[src/rtl/core/qti_pkg.sv]
// Shared types, widths and the arithmetic step program of the quadratic table interpolator.
// Used by the controller, the datapath and the top level; depends on nothing.
package qti_pkg;

   localparam int DEFAULT_DEPTH = 256;
   localparam int LEN_W         = 9;
   localparam int IDX_W         = 8;
   localparam int VAL_W         = 32;
   localparam int OPND_W        = 33;
   localparam int BIT_W         = $clog2(OPND_W);
   localparam int WIDE_W        = 136;
   localparam int DIV_CNT_W     = $clog2(WIDE_W);
   localparam int NUM_STEPS     = 19;
   localparam int STEP_W        = $clog2(NUM_STEPS);

   // Request mode codes.
   localparam logic MODE_LOAD  = 1'b0;
   localparam logic MODE_QUERY = 1'b1;

   typedef enum logic [3:0] {
      ST_IDLE, ST_SRCH_RD, ST_SRCH_CMP, ST_BASE, ST_TRI_RD, ST_TRI_CAP, ST_DIFF,
      ST_CHK, ST_STEP, ST_MUL, ST_MUL_DONE, ST_DIV_INIT, ST_DIV, ST_ROUND, ST_DONE
   } state_type;

   typedef enum logic [4:0] {
      OP_NOP, OP_LOAD, OP_START, OP_SRCH_RD, OP_SRCH_UPD, OP_BASE, OP_TRI_RD,
      OP_TRI_CAP, OP_DIFF, OP_SETP, OP_SUM_SET, OP_SUM_SUB, OP_SUM_ADD, OP_DEN_SET,
      OP_MUL_STEP, OP_MUL_DONE, OP_DIV_INIT, OP_DIV_STEP, OP_ROUND, OP_FINISH
   } op_type;

   typedef enum logic [3:0] {
      SRC_Y0, SRC_Y1, SRC_Y2, SRC_QX0, SRC_QX1, SRC_QX2, SRC_D01, SRC_D02, SRC_D12
   } src_type;

   typedef enum logic [2:0] {
      K_SETP, K_MUL, K_SUM_SET, K_SUM_SUB, K_SUM_ADD, K_DEN_SET
   } kind_type;

   typedef struct packed {
      kind_type kind;
      src_type  src;
   } step_type;

   typedef struct packed {
      op_type           op;
      src_type          src;
      logic [1:0]       slot;
      logic [BIT_W-1:0] bit_idx;
   } cmd_type;

   typedef struct packed {
      logic more;
      logic degen;
      logic out_free;
   } status_type;

   // Numerator terms y0*(q-x1)*(q-x2)*d12 - y1*(q-x0)*(q-x2)*d02 + y2*(q-x0)*(q-x1)*d01,
   // then the denominator d01*d02*d12.
   function automatic step_type prog_step(input logic [STEP_W-1:0] idx);
      step_type s;
      s = '{kind: K_SETP, src: SRC_Y0};
      case (idx)
         5'd0:    s = '{kind: K_SETP,    src: SRC_Y0};
         5'd1:    s = '{kind: K_MUL,     src: SRC_QX1};
         5'd2:    s = '{kind: K_MUL,     src: SRC_QX2};
         5'd3:    s = '{kind: K_MUL,     src: SRC_D12};
         5'd4:    s = '{kind: K_SUM_SET, src: SRC_Y0};
         5'd5:    s = '{kind: K_SETP,    src: SRC_Y1};
         5'd6:    s = '{kind: K_MUL,     src: SRC_QX0};
         5'd7:    s = '{kind: K_MUL,     src: SRC_QX2};
         5'd8:    s = '{kind: K_MUL,     src: SRC_D02};
         5'd9:    s = '{kind: K_SUM_SUB, src: SRC_Y0};
         5'd10:   s = '{kind: K_SETP,    src: SRC_Y2};
         5'd11:   s = '{kind: K_MUL,     src: SRC_QX0};
         5'd12:   s = '{kind: K_MUL,     src: SRC_QX1};
         5'd13:   s = '{kind: K_MUL,     src: SRC_D01};
         5'd14:   s = '{kind: K_SUM_ADD, src: SRC_Y0};
         5'd15:   s = '{kind: K_SETP,    src: SRC_D01};
         5'd16:   s = '{kind: K_MUL,     src: SRC_D02};
         5'd17:   s = '{kind: K_MUL,     src: SRC_D12};
         5'd18:   s = '{kind: K_DEN_SET, src: SRC_Y0};
         default: s = '{kind: K_SETP,    src: SRC_Y0};
      endcase
      return s;
   endfunction

endpackage

[src/rtl/core/qti_ctrl.sv]
// Sequencer of the quadratic table interpolator: search, fetch, multiply, divide, respond.
// Depends on qti_pkg; drives the datapath through a command struct.
module qti_ctrl import qti_pkg::*; (
   input  logic       clock,
   input  logic       reset,
   input  logic       req_valid,
   input  logic       req_mode,
   output logic       req_ready,
   input  status_type status,
   output cmd_type    cmd
);

   state_type            state_ff, state_in;
   logic [1:0]           k_ff, k_in;
   logic [STEP_W-1:0]    step_ff, step_in;
   logic [BIT_W-1:0]     bit_ff, bit_in;
   logic [DIV_CNT_W-1:0] div_ff, div_in;
   step_type             cur;

   always_ff @(posedge clock) begin
      if (reset) begin
         state_ff <= ST_IDLE;
         k_ff     <= '0;
         step_ff  <= '0;
         bit_ff   <= '0;
         div_ff   <= '0;
      end else begin
         state_ff <= state_in;
         k_ff     <= k_in;
         step_ff  <= step_in;
         bit_ff   <= bit_in;
         div_ff   <= div_in;
      end
   end

   assign cur = prog_step(step_ff);

   always_comb begin
      state_in    = state_ff;
      k_in        = k_ff;
      step_in     = step_ff;
      bit_in      = bit_ff;
      div_in      = div_ff;
      req_ready   = 1'b0;
      cmd.op      = OP_NOP;
      cmd.src     = cur.src;
      cmd.slot    = k_ff;
      cmd.bit_idx = bit_ff;
      unique case (state_ff)
         ST_IDLE: begin
            req_ready = 1'b1;
            if (req_valid) begin
               if (req_mode == MODE_QUERY) begin
                  cmd.op   = OP_START;
                  state_in = ST_SRCH_RD;
               end else begin
                  cmd.op = OP_LOAD;
               end
            end
         end
         ST_SRCH_RD: begin
            if (status.more) begin
               cmd.op   = OP_SRCH_RD;
               state_in = ST_SRCH_CMP;
            end else begin
               state_in = ST_BASE;
            end
         end
         ST_SRCH_CMP: begin
            cmd.op   = OP_SRCH_UPD;
            state_in = ST_SRCH_RD;
         end
         ST_BASE: begin
            cmd.op   = OP_BASE;
            k_in     = '0;
            state_in = ST_TRI_RD;
         end
         ST_TRI_RD: begin
            cmd.op   = OP_TRI_RD;
            state_in = ST_TRI_CAP;
         end
         ST_TRI_CAP: begin
            cmd.op = OP_TRI_CAP;
            if (k_ff == 2'd2) begin
               state_in = ST_DIFF;
            end else begin
               k_in     = k_ff + 2'd1;
               state_in = ST_TRI_RD;
            end
         end
         ST_DIFF: begin
            cmd.op   = OP_DIFF;
            state_in = ST_CHK;
         end
         ST_CHK: begin
            step_in  = '0;
            state_in = status.degen ? ST_DONE : ST_STEP;
         end
         ST_STEP: begin
            unique case (cur.kind)
               K_MUL: begin
                  bit_in   = BIT_W'(OPND_W - 1);
                  state_in = ST_MUL;
               end
               K_SETP:    cmd.op = OP_SETP;
               K_SUM_SET: cmd.op = OP_SUM_SET;
               K_SUM_SUB: cmd.op = OP_SUM_SUB;
               K_SUM_ADD: cmd.op = OP_SUM_ADD;
               K_DEN_SET: cmd.op = OP_DEN_SET;
               default:   cmd.op = OP_NOP;
            endcase
            if (cur.kind != K_MUL) begin
               if (step_ff == STEP_W'(NUM_STEPS - 1)) begin
                  state_in = ST_DIV_INIT;
               end else begin
                  step_in = step_ff + 1'b1;
               end
            end
         end
         ST_MUL: begin
            cmd.op = OP_MUL_STEP;
            if (bit_ff == '0) begin
               state_in = ST_MUL_DONE;
            end else begin
               bit_in = bit_ff - 1'b1;
            end
         end
         ST_MUL_DONE: begin
            cmd.op   = OP_MUL_DONE;
            step_in  = step_ff + 1'b1;
            state_in = ST_STEP;
         end
         ST_DIV_INIT: begin
            cmd.op   = OP_DIV_INIT;
            div_in   = DIV_CNT_W'(WIDE_W - 1);
            state_in = ST_DIV;
         end
         ST_DIV: begin
            cmd.op = OP_DIV_STEP;
            if (div_ff == '0) begin
               state_in = ST_ROUND;
            end else begin
               div_in = div_ff - 1'b1;
            end
         end
         ST_ROUND: begin
            cmd.op   = OP_ROUND;
            state_in = ST_DONE;
         end
         ST_DONE: begin
            if (status.out_free) begin
               cmd.op   = OP_FINISH;
               state_in = ST_IDLE;
            end
         end
         default: state_in = ST_IDLE;
      endcase
   end

endmodule

[config.mk]
export PLATFORM = sky130hd
export DESIGN_NAME = qti_ctrl
export DESIGN_NICKNAME = d
export VERILOG_FILES = /design/src/rtl/core/qti_pkg.sv /design/src/rtl/core/qti_ctrl.sv
export SDC_FILE = /design/constraint.sdc
export NUM_CORES = 1
export LEC_CHECK = 0
export BUFFER_PORTS_ARGS = -buffer_cell sky130_fd_sc_hd__clkbuf_2
export CORE_MARGIN = 10
export CORE_UTILIZATION = 45
export DETAILED_ROUTE_END_ITERATION = 8
export GPL_TIMING_DRIVEN = 0
export PLACE_DENSITY_LB_ADDON = 0.2
export SETUP_SLACK_MARGIN = 0.1
export SYNTH_ARGS = -nofsm -noshare
export SYNTH_HDL_FRONTEND = slang
export SYNTH_SLANG_ARGS = --single-unit
[constraint.sdc]
create_clock -name clock -period 2.5 [get_ports clock]
set_input_delay 0.25 -clock clock [delete_from_list [all_inputs] [get_ports clock]]
set_output_delay 0.25 -clock clock [all_outputs]
set_load 0.01 [all_outputs]
==> impl_metrics.tcl, run 1 <==
set metrics [dict create \
    htreeDepth 2 \
    setup_ws_ps 25.8 \
    finClkSkew_ps 7.05 \
    fmax_mhz 404 \
    dp_hpwl_mm 3.86 \
    cts_sinks 32 \
    coreArea_um2 4690 \
    arrival_ps 2640 \
    overflow 0 \
    final_common_cell "dfxtp_1" \
    post-place-ws_ps -230 \
    required_ps 2670 \
    synthArstFlopShare_pct 0 \
    status "finished clean" \
    clkSlewWorstSetupHoldPaths_ps 80 \
    relSlewSlack_pct 40.8 \
    start_util_pct 46.1 \
    cts_root_buf "clkbuf_8" \
    track_usage_pct 14.5 \
    vias_per_cell 5.88 \
    finalCritPeriodShare_pct 99.0 \
    rr_worst_depth 12 \
    detail-route-antenna-nets 0 \
    clk_latency_ps 290 \
    report.final.slew_viol_count 0 \
    drcViolationCount 0 \
    antenna_found_initial 0 \
    io_buffers 23 \
    grt_pass1_wl_mm 9.27 \
    diodes 0 \
    finalWeightedCongestion 0.882 \
    dieWidth_um 89.3 \
    die_h_um 89.3 \
    drv_cap 0 \
    wl_per_cell_um 15.6 \
    vdd_ir_drop_max_mv 0.332 \
    seq_area_um2 649 \
    cts_buffer_depth 2 \
    multi_input_area_um2 1460 \
    drive_above_1_share_pct 31.4 \
    synthesis.nets 285 \
    post_cts_hold_buffer_count 0 \
    design.die.area_um2 7980 \
    drt-initial-drc-count 127 \
    postPlaceCellArea_um2 2370 \
    totalWireLength_mm 5.81 \
    cp_max_fo 6 \
    worstSetupEndpointType "register" \
    cts-buffers-inserted 5 \
    design_area_um2 2760 \
    crit_path_start "step_ff[0]" \
    final_nets 336 \
    first_pass_iters 4 \
    holdCritPathClass "input pin to register" \
    r2r_start "step_ff[0]" \
    synthDistinctLibCells 58 \
    yosys_warnings 0 \
    ys_seq_area_share_pct 29.6 \
    whs_ps 365 \
    rsz0062_at_grt "true" \
    power.density_nw_per_um2 403 \
    critical_path_class "register to register" \
    start_kind "register" \
    syn_area_per_cell_um2 8.13 \
    fillCellCount 432 \
    vias 2189 \
    layout_min_cycle_time_ps 2470 \
    r2r_setup_slack_ps 30 \
    layout_common_cells "27 x dfxtp_1, 26 x nor2_1, 23 x buf_4, 23 x clkbuf_2, 20 x a21oi_1" \
    setup_viol 0 \
    synth-main-ff-cell "dfxtp_1" \
    cp-endpoint "cur[2]" \
    postSynthRegisterBits 32 \
    synth_edf_count 0 \
    power.leakage_nw 1.10 \
    syn_inst 266 \
    tightest_slew_ps 882 \
    boundaryPins 25 \
    grt_pass1_vias 1968 \
    syn2layout_area_growth_pct 27.6 \
    cts_tree "done" \
    synth.cell_area_um2 2160 \
    row_count 25 \
    r2r-end "cur[2]" \
    grt_max_degree 12 \
    hold_violations 0 \
]
==> synthesized netlist by cell type (all sizes together), types with 3 or more instances <==
library cell	instances	area [um^2]
ha	12	150
xnor2	7	61.3
nor3	14	70.1
nor2	26	97.6
or3	3	18.8
clkbuf	7	26.3
nand3	10	50.1
o211ai	6	55.1
a211oi	5	37.5
a21oi	20	100
nand4b	3	26.3
buf	12	82.6
mux2i	4	40.0
o21ai	6	30.0
mux2	3	33.8
nor2b	8	50.1
nand2	13	48.8
o21a	3	22.5
dfxtp	32	641
inv	17	63.8
nand2b	5	31.3
nor4	3	18.8
a32oi	3	26.3
xor2	7	61.3
==> logic make-up after synthesis <==
group                      share of synthesized area, %
adders and majority gates                          6.94
DFF                                                29.6
AOI/OAI and AO/OA                                  21.6
buffers and inverters                              7.98
and+or+nand+nor                                    24.8
xor gates and xnor gates                           5.67
muxes                                              3.41
==> through the flow <==
step                instances  power (mW)  utilization (%)  setup TNS, ps
finish                    372        1.11             58.8              0
global route              372        1.15             58.8          -81.6
CTS                       367        1.12             57.1          -5.13
detailed placement        343       0.608             50.6           -666
global placement          343       0.609             50.6           -918
floorplan                 266       0.581                -              0
==> flip-flops by register name (all words and copies together) (netlist names) <==
name	count
step_ff	5
state_ff	4
cur	7
bit_ff	6
k_ff	2
div_ff	8
==> worst min path at each step <==
stage	from	to	cells after the start
2_1_floorplan	div_ff[0]	div_ff[0]	1
3_3_place_gp	div_ff[0]	div_ff[0]	1
3_5_place_dp	div_ff[0]	div_ff[0]	1
4_1_cts	status[0]	state_ff[1]	4
5_1_grt	status[0]	state_ff[1]	4
6_report	status[0]	state_ff[1]	4
==> power breakdown <==
group          switching (mW)  internal, mW  leakage [nW]
Sequential            0.00185         0.511         0.261
Combinational          0.0548        0.0352         0.782
Clock                   0.215         0.295        0.0541
Total                   0.271         0.841          1.10
==> layer usage <==
layer  global-route usage [%]  routed length [um]
met1                     18.0                2520
met2                     23.8                2750
met3                     3.46                 441
met4                     4.62                  86
met5                        0                   0
==> worst max-delay path, stage by stage, from the launching register on <==
cell	delay [ps]
dfxtp_4	360
inv_4	40
ha_4	150
and4bb_1	200
a221o_1	360
buf_6	160
mux2i_4	170
nor2b_4	180
inv_2	70
ha_4	260
and3_4	170
o21bai_1	110
o221ai_1	120
==> layout make-up <==
class	instances	share of cell area, %
Inverter	17	2.54
Clock buffer	5	2.49
Sequential cell	32	23.5
Tap cell	54	2.45
Clock inverter	3	1.54
Buffer	18	4.31
Multi-Input combinational cell	198	53.0
Timing Repair Buffer	45	10.1
==> timing repair <==
item                       CTS  global route
gates cloned                 1             1
pin swaps                   10            10
resized for setup           20            15
hold endpoints to repair     0             0
buffers inserted            15             5
setup endpoints to repair   12            14
No activity file was read; power rests on OpenSTA's default activity.
==> run 2, diff against run 1 <==
==> constraint.sdc (replaced) <==
create_clock -name clock -period 2.7 [get_ports clock]
set_input_delay 0.27 -clock clock [delete_from_list [all_inputs] [get_ports clock]]
set_output_delay 0.27 -clock clock [all_outputs]
set_load 0.01 [all_outputs]
==> impl_metrics.tcl, run 2 (synthesis gave the netlist of run 1 again) <==
set metrics [dict create \
    vias 2028 \
    fmax_mhz 398 \
    cp_slowest_cell "o41a_1" \
    overflow 0 \
    tightest_slew_ps 757 \
    coreArea_um2 4690 \
    drt-initial-drc-count 99 \
    totalWireLength_mm 5.24 \
    grt_pass1_vias 1935 \
    drv_cap 0 \
    io_buffers 23 \
    finalSetupTns_ps 0 \
    critical_path.max_stage_delay_ps 430 \
    hold_violations 0 \
    pwr-share-clk_pct 38.8 \
    wl_per_cell_um 14.5 \
    dieWidth_um 89.3 \
    layout_min_cycle_time_ps 2510 \
    final_common_cell "dfxtp_1" \
    seqPwrFrac_pct 52.1 \
    finalCritPeriodShare_pct 93.1 \
    layout_common_cells "28 x dfxtp_1, 26 x nor2_1, 24 x clkbuf_2, 20 x a21oi_1" \
    worstSetupEndpointType "register" \
    cts-buffers-inserted 5 \
    placed_cells 343 \
    track_usage_pct 13.5 \
    pwr-share-comb_pct 9.1 \
    die_h_um 89.3 \
    cts_sinks 32 \
    fin_cells 362 \
    required_ps 2900 \
    cp_num_buf_inv 4 \
    boundaryPins 25 \
    post_cts_hold_buffer_count 0 \
    final_nets 327 \
    critical_path_class "register to register" \
    design.die.area_um2 7980 \
    rsz0062_at_grt "false" \
    start_util_pct 46.1 \
    holdCritPathClass "input pin to register" \
    vias_per_cell 5.60 \
    drive_above_1_share_pct 25.3 \
    crit_family "compound AO/OA/AOI/OAI gates" \
    finalWeightedCongestion 0.877 \
    power.density_nw_per_um2 352 \
    status "finished clean" \
    setup_viol 0 \
    cp_max_fo 5 \
    grt_pass1_wl_mm 8.71 \
    path_cells "buf_6 -> or3b_4 -> a221o_1 -> buf_6 -> o41a_1 -> and2_4 -> buf_6 -> inv_1 -> a32oi_1 -> o221ai_1" \
    syn2layout_area_growth_pct 19.7 \
    first_pass_iters 5 \
    total_power_mw 0.913 \
    cts_root_buf "clkbuf_8" \
    internal_power_mw 0.681 \
    design_area_um2 2590 \
    clk_latency_ps 290 \
    p_sw_mw 0.231 \
    report.final.slew_viol_count 0 \
    vdd_ir_drop_max_mv 0.159 \
    postPlaceCellArea_um2 2360 \
    final_util_pct 55.2 \
    detail-route-antenna-nets 0 \
    start_kind "register" \
    largest_reg_flops 8 \
    switching_share_pct 25.4 \
    relSlewSlack_pct 49.2 \
    arrival_ps 2720 \
    antenna_found_initial 0 \
    largest_register "div_ff" \
    row_count 25 \
    drcViolationCount 0 \
    cts_tree "done" \
    clkSlewWorstSetupHoldPaths_ps 70 \
    htreeDepth 2 \
    power.leakage_nw 1.02 \
    grt_max_degree 11 \
    crit_path_frequent_cell "buf_6" \
    finClkSkew_ps 5.66 \
    cts_buffer_depth 2 \
    dp_hpwl_mm 3.75 \
    diodes 0 \
]
[run 2: changes by cell type in the layout (fill, tap and decap cells not counted), moves of 2 or more]
cell,change
inv_1,+2
ha_1,+2
clkinvlp_4,-2
buf_4,-8
a2111oi_2,-2
[run 2: layout make-up]
cell class | count | area [um^2]
tap | 54 | 67.6
clock buffer | 6 | 72.6
buffer | 19 | 124
timing repair buffer | 35 | 206
fill | 428 | 2100
inverter | 17 | 63.8
clock inverter | 1 | 5.00
sequential | 32 | 646
multi-input combinational | 198 | 1410
[run 2: routing by layer]
| metal | global-route usage (%) | vias up | part of all wire, % |
|---|---|---|---|
| li1 | - | 1052 | - |
| met1 | 15.8 | 930 | 46 |
| met2 | 23.0 | 39 | 48 |
| met3 | 3.10 | 7 | 4.6 |
| met4 | 5.64 | 0 | 1.5 |
| met5 | 0 | - | 0 |
[run 2: what timing repair did]
item                       CTS  global route
buffers inserted             6             5
gates cloned                 0             1
setup endpoints to repair    4             7
pin swaps                    2             6
resized for setup            6            13
[run 2: power by group through the flow]
stage	registers, mW	logic, mW	clock network, mW
floorplan	0.485	0.0524	0
finish	0.476	0.0828	0.354
detailed placement	0.486	0.0774	0
global route	0.475	0.0896	0.387
CTS	0.475	0.0779	0.362
global placement	0.485	0.0779	0
[run 2: per-stage QoR]
step | hold slack, ps | setup slack (ps)
after floorplan | 468 | 119
after global placement | 499 | -207
after detailed placement | 510 | -223
after CTS | 384 | 123
after global routing | 445 | 98.8
final | 392 | 186
[run 2: worst paths after layout]
path                    start  slack, ps  cells past startpoint     endpoint
hold reg to reg     div_ff[0]        520                      1    div_ff[0]
setup reg to reg  state_ff[0]        190                     10       cur[2]
hold / removal      status[0]        390                      4  state_ff[1]
setup / recovery  state_ff[0]        190                     10       cur[2]
[run 2: worst reg2reg max path, delay by kind of cell, from the launching register on]
kind,cells,cell delay (ps)
buffers and inverters,4,470
DFF,1,310
AOI/OAI and AO/OA,4,1070
and+or+nand+nor,2,570
==> run 3, diff against run 2 <==
--- a/config.mk
+++ b/config.mk
@@ -11,6 +11,7 @@
 export DETAILED_ROUTE_END_ITERATION = 8
 export GPL_TIMING_DRIVEN = 0
 export PLACE_DENSITY_LB_ADDON = 0.2
+export RECOVER_POWER = 25
 export SETUP_SLACK_MARGIN = 0.1
 export SYNTH_ARGS = -nofsm -noshare
 export SYNTH_HDL_FRONTEND = slang
==> constraint.sdc (replaced) <==
create_clock -name clock -period 2.4 [get_ports clock]
set_input_delay 0.24 -clock clock [delete_from_list [all_inputs] [get_ports clock]]
set_output_delay 0.24 -clock clock [all_outputs]
set_load 0.01 [all_outputs]
==> impl_metrics.tcl, run 3 (synthesis gave the netlist of run 1 again) <==
set metrics [dict create \
    p_sw_mw 0.284 \
    vdd_ir_drop_max_mv 0.245 \
    design.die.area_um2 7980 \
    cts_buffer_depth 2 \
    post-place-ws_ps -358 \
    overflow 0 \
    vias 2196 \
    grt_pass1_vias 2023 \
    seqPwrFrac_pct 45.9 \
    setup_viol 5 \
    clkSlewWorstSetupHoldPaths_ps 80 \
    tightest_slew_ps 596 \
    fmax_mhz 397 \
    coreArea_um2 4690 \
    diodes 0 \
    hold_violations 0 \
    status "finished with violations" \
    arrival_ps 2660 \
    failed_checks "negative setup slack" \
    pwr-share-clk_pct 45.4 \
    drive_above_1_share_pct 35.6 \
    grt_max_degree 12 \
    finalWeightedCongestion 0.879 \
    whs_ps 343 \
    start_kind "register" \
    detail-route-antenna-nets 0 \
    setup_ws_ps -119 \
    critical_path_class "register to register" \
    cts_sinks 32 \
    clk_latency_ps 290 \
    final_util_pct 62.9 \
    syn2layout_area_growth_pct 36.4 \
    drt-initial-drc-count 92 \
    finClkSkew_ps 9.22 \
    drv_cap 0 \
    die_h_um 89.3 \
    finalCritPeriodShare_pct 105 \
    rsz0062_at_grt "true" \
    wl_per_cell_um 16.3 \
    cts_tree "done" \
    cts_root_buf "clkbuf_8" \
    internal_power_mw 0.881 \
    htreeDepth 2 \
    fin_cells 383 \
    pwr-share-comb_pct 8.7 \
    first_pass_iters 4 \
    layout_common_cells "34 x buf_4, 27 x dfxtp_1, 26 x nor2_1, 17 x a21oi_1, 16 x clkbuf_1" \
    antenna_found_initial 0 \
    dp_hpwl_mm 3.87 \
    power.density_nw_per_um2 395 \
    placed_cells 343 \
    drcViolationCount 0 \
    design_area_um2 2950 \
    dieWidth_um 89.3 \
    io_buffers 23 \
    switching_share_pct 24.4 \
    cp_max_fo 5 \
    report.final.slew_viol_count 0 \
    grt_pass1_wl_mm 9.58 \
    track_usage_pct 15.0 \
    power.leakage_nw 1.12 \
    relSlewSlack_pct 60.3 \
    start_util_pct 46.1 \
    worstSetupEndpointType "register" \
    row_count 25 \
    boundaryPins 25 \
    required_ps 2540 \
    final_common_cell "buf_4" \
    totalWireLength_mm 6.22 \
    vias_per_cell 5.73 \
    final_nets 347 \
    holdCritPathClass "input pin to register" \
    layout_min_cycle_time_ps 2520 \
    cts-buffers-inserted 5 \
    postPlaceCellArea_um2 2370 \
    largest_reg_flops 8 \
    largest_register "div_ff" \
    fillCellCount 409 \
]
==> run 3: worst max-delay path: stages, from the launching register on <==
cell      delay [ps]
dfxtp_2          320
buf_6             80
or3b_4           370
a221o_1          320
buf_6            160
mux2i_4          180
nor2b_4          190
inv_2             70
ha_4             260
and3_4           160
o21bai_1         110
o221ai_1         150
==> run 3: path summary, 6_finish.rpt <==
| kind | from | endpoint | slack (ps) | depth (start not counted) |
|---|---|---|---|---|
| setup / recovery | state_ff[3] | cur[2] | -120 | 11 |
| hold / removal | status[0] | state_ff[1] | 340 | 4 |
| hold reg to reg | div_ff[6] | div_ff[6] | 560 | 2 |
| setup reg to reg | state_ff[3] | cur[2] | -120 | 11 |
==> run 3: power by group through the flow <==
stage	combinational [mW]	sequential [mW]	clock, mW
floorplan	0.0590	0.546	0
global placement	0.0874	0.546	0
detailed placement	0.0873	0.546	0
CTS	0.0976	0.533	0.538
global route	0.111	0.535	0.556
finish	0.102	0.535	0.528
==> run 3: per-stage QoR <==
step | TNS (ps) | power [mW]
floorplan | -23.6 | 0.605
global placement | -1610 | 0.634
detailed placement | -1650 | 0.634
CTS | -262 | 1.17
global route | -933 | 1.20
finish | -282 | 1.17
==> run 3: area by class of cell <==
class | instances | area [um^2] | share of cell area, %
Multi-Input combinational cell | 198 | 1570 | 53.1
Inverter | 17 | 72.6 | 2.46
Clock buffer | 5 | 68.8 | 2.33
Buffer | 18 | 119 | 4.03
Sequential cell | 32 | 649 | 22.0
Timing Repair Buffer | 56 | 365 | 12.4
Clock inverter | 3 | 42.5 | 1.44
Tap cell | 54 | 67.6 | 2.29
==> run 3: metal layers <==
layer | global-route usage, % | share of wire, %
met3 | 3.37 | 4.0
met4 | 4.91 | 1.3
met5 | 0 | 0
met2 | 25.3 | 50
met1 | 18.4 | 45
==> run 3: what timing repair did <==
item                                    in CTS  in global routing
endpoints found under the setup margin      16                 16
resized for setup                           32                 25
hold buffers                                 0                  0
gates cloned                                 1                  0
setup buffers                               21                 11
pin swaps                                   17                  9
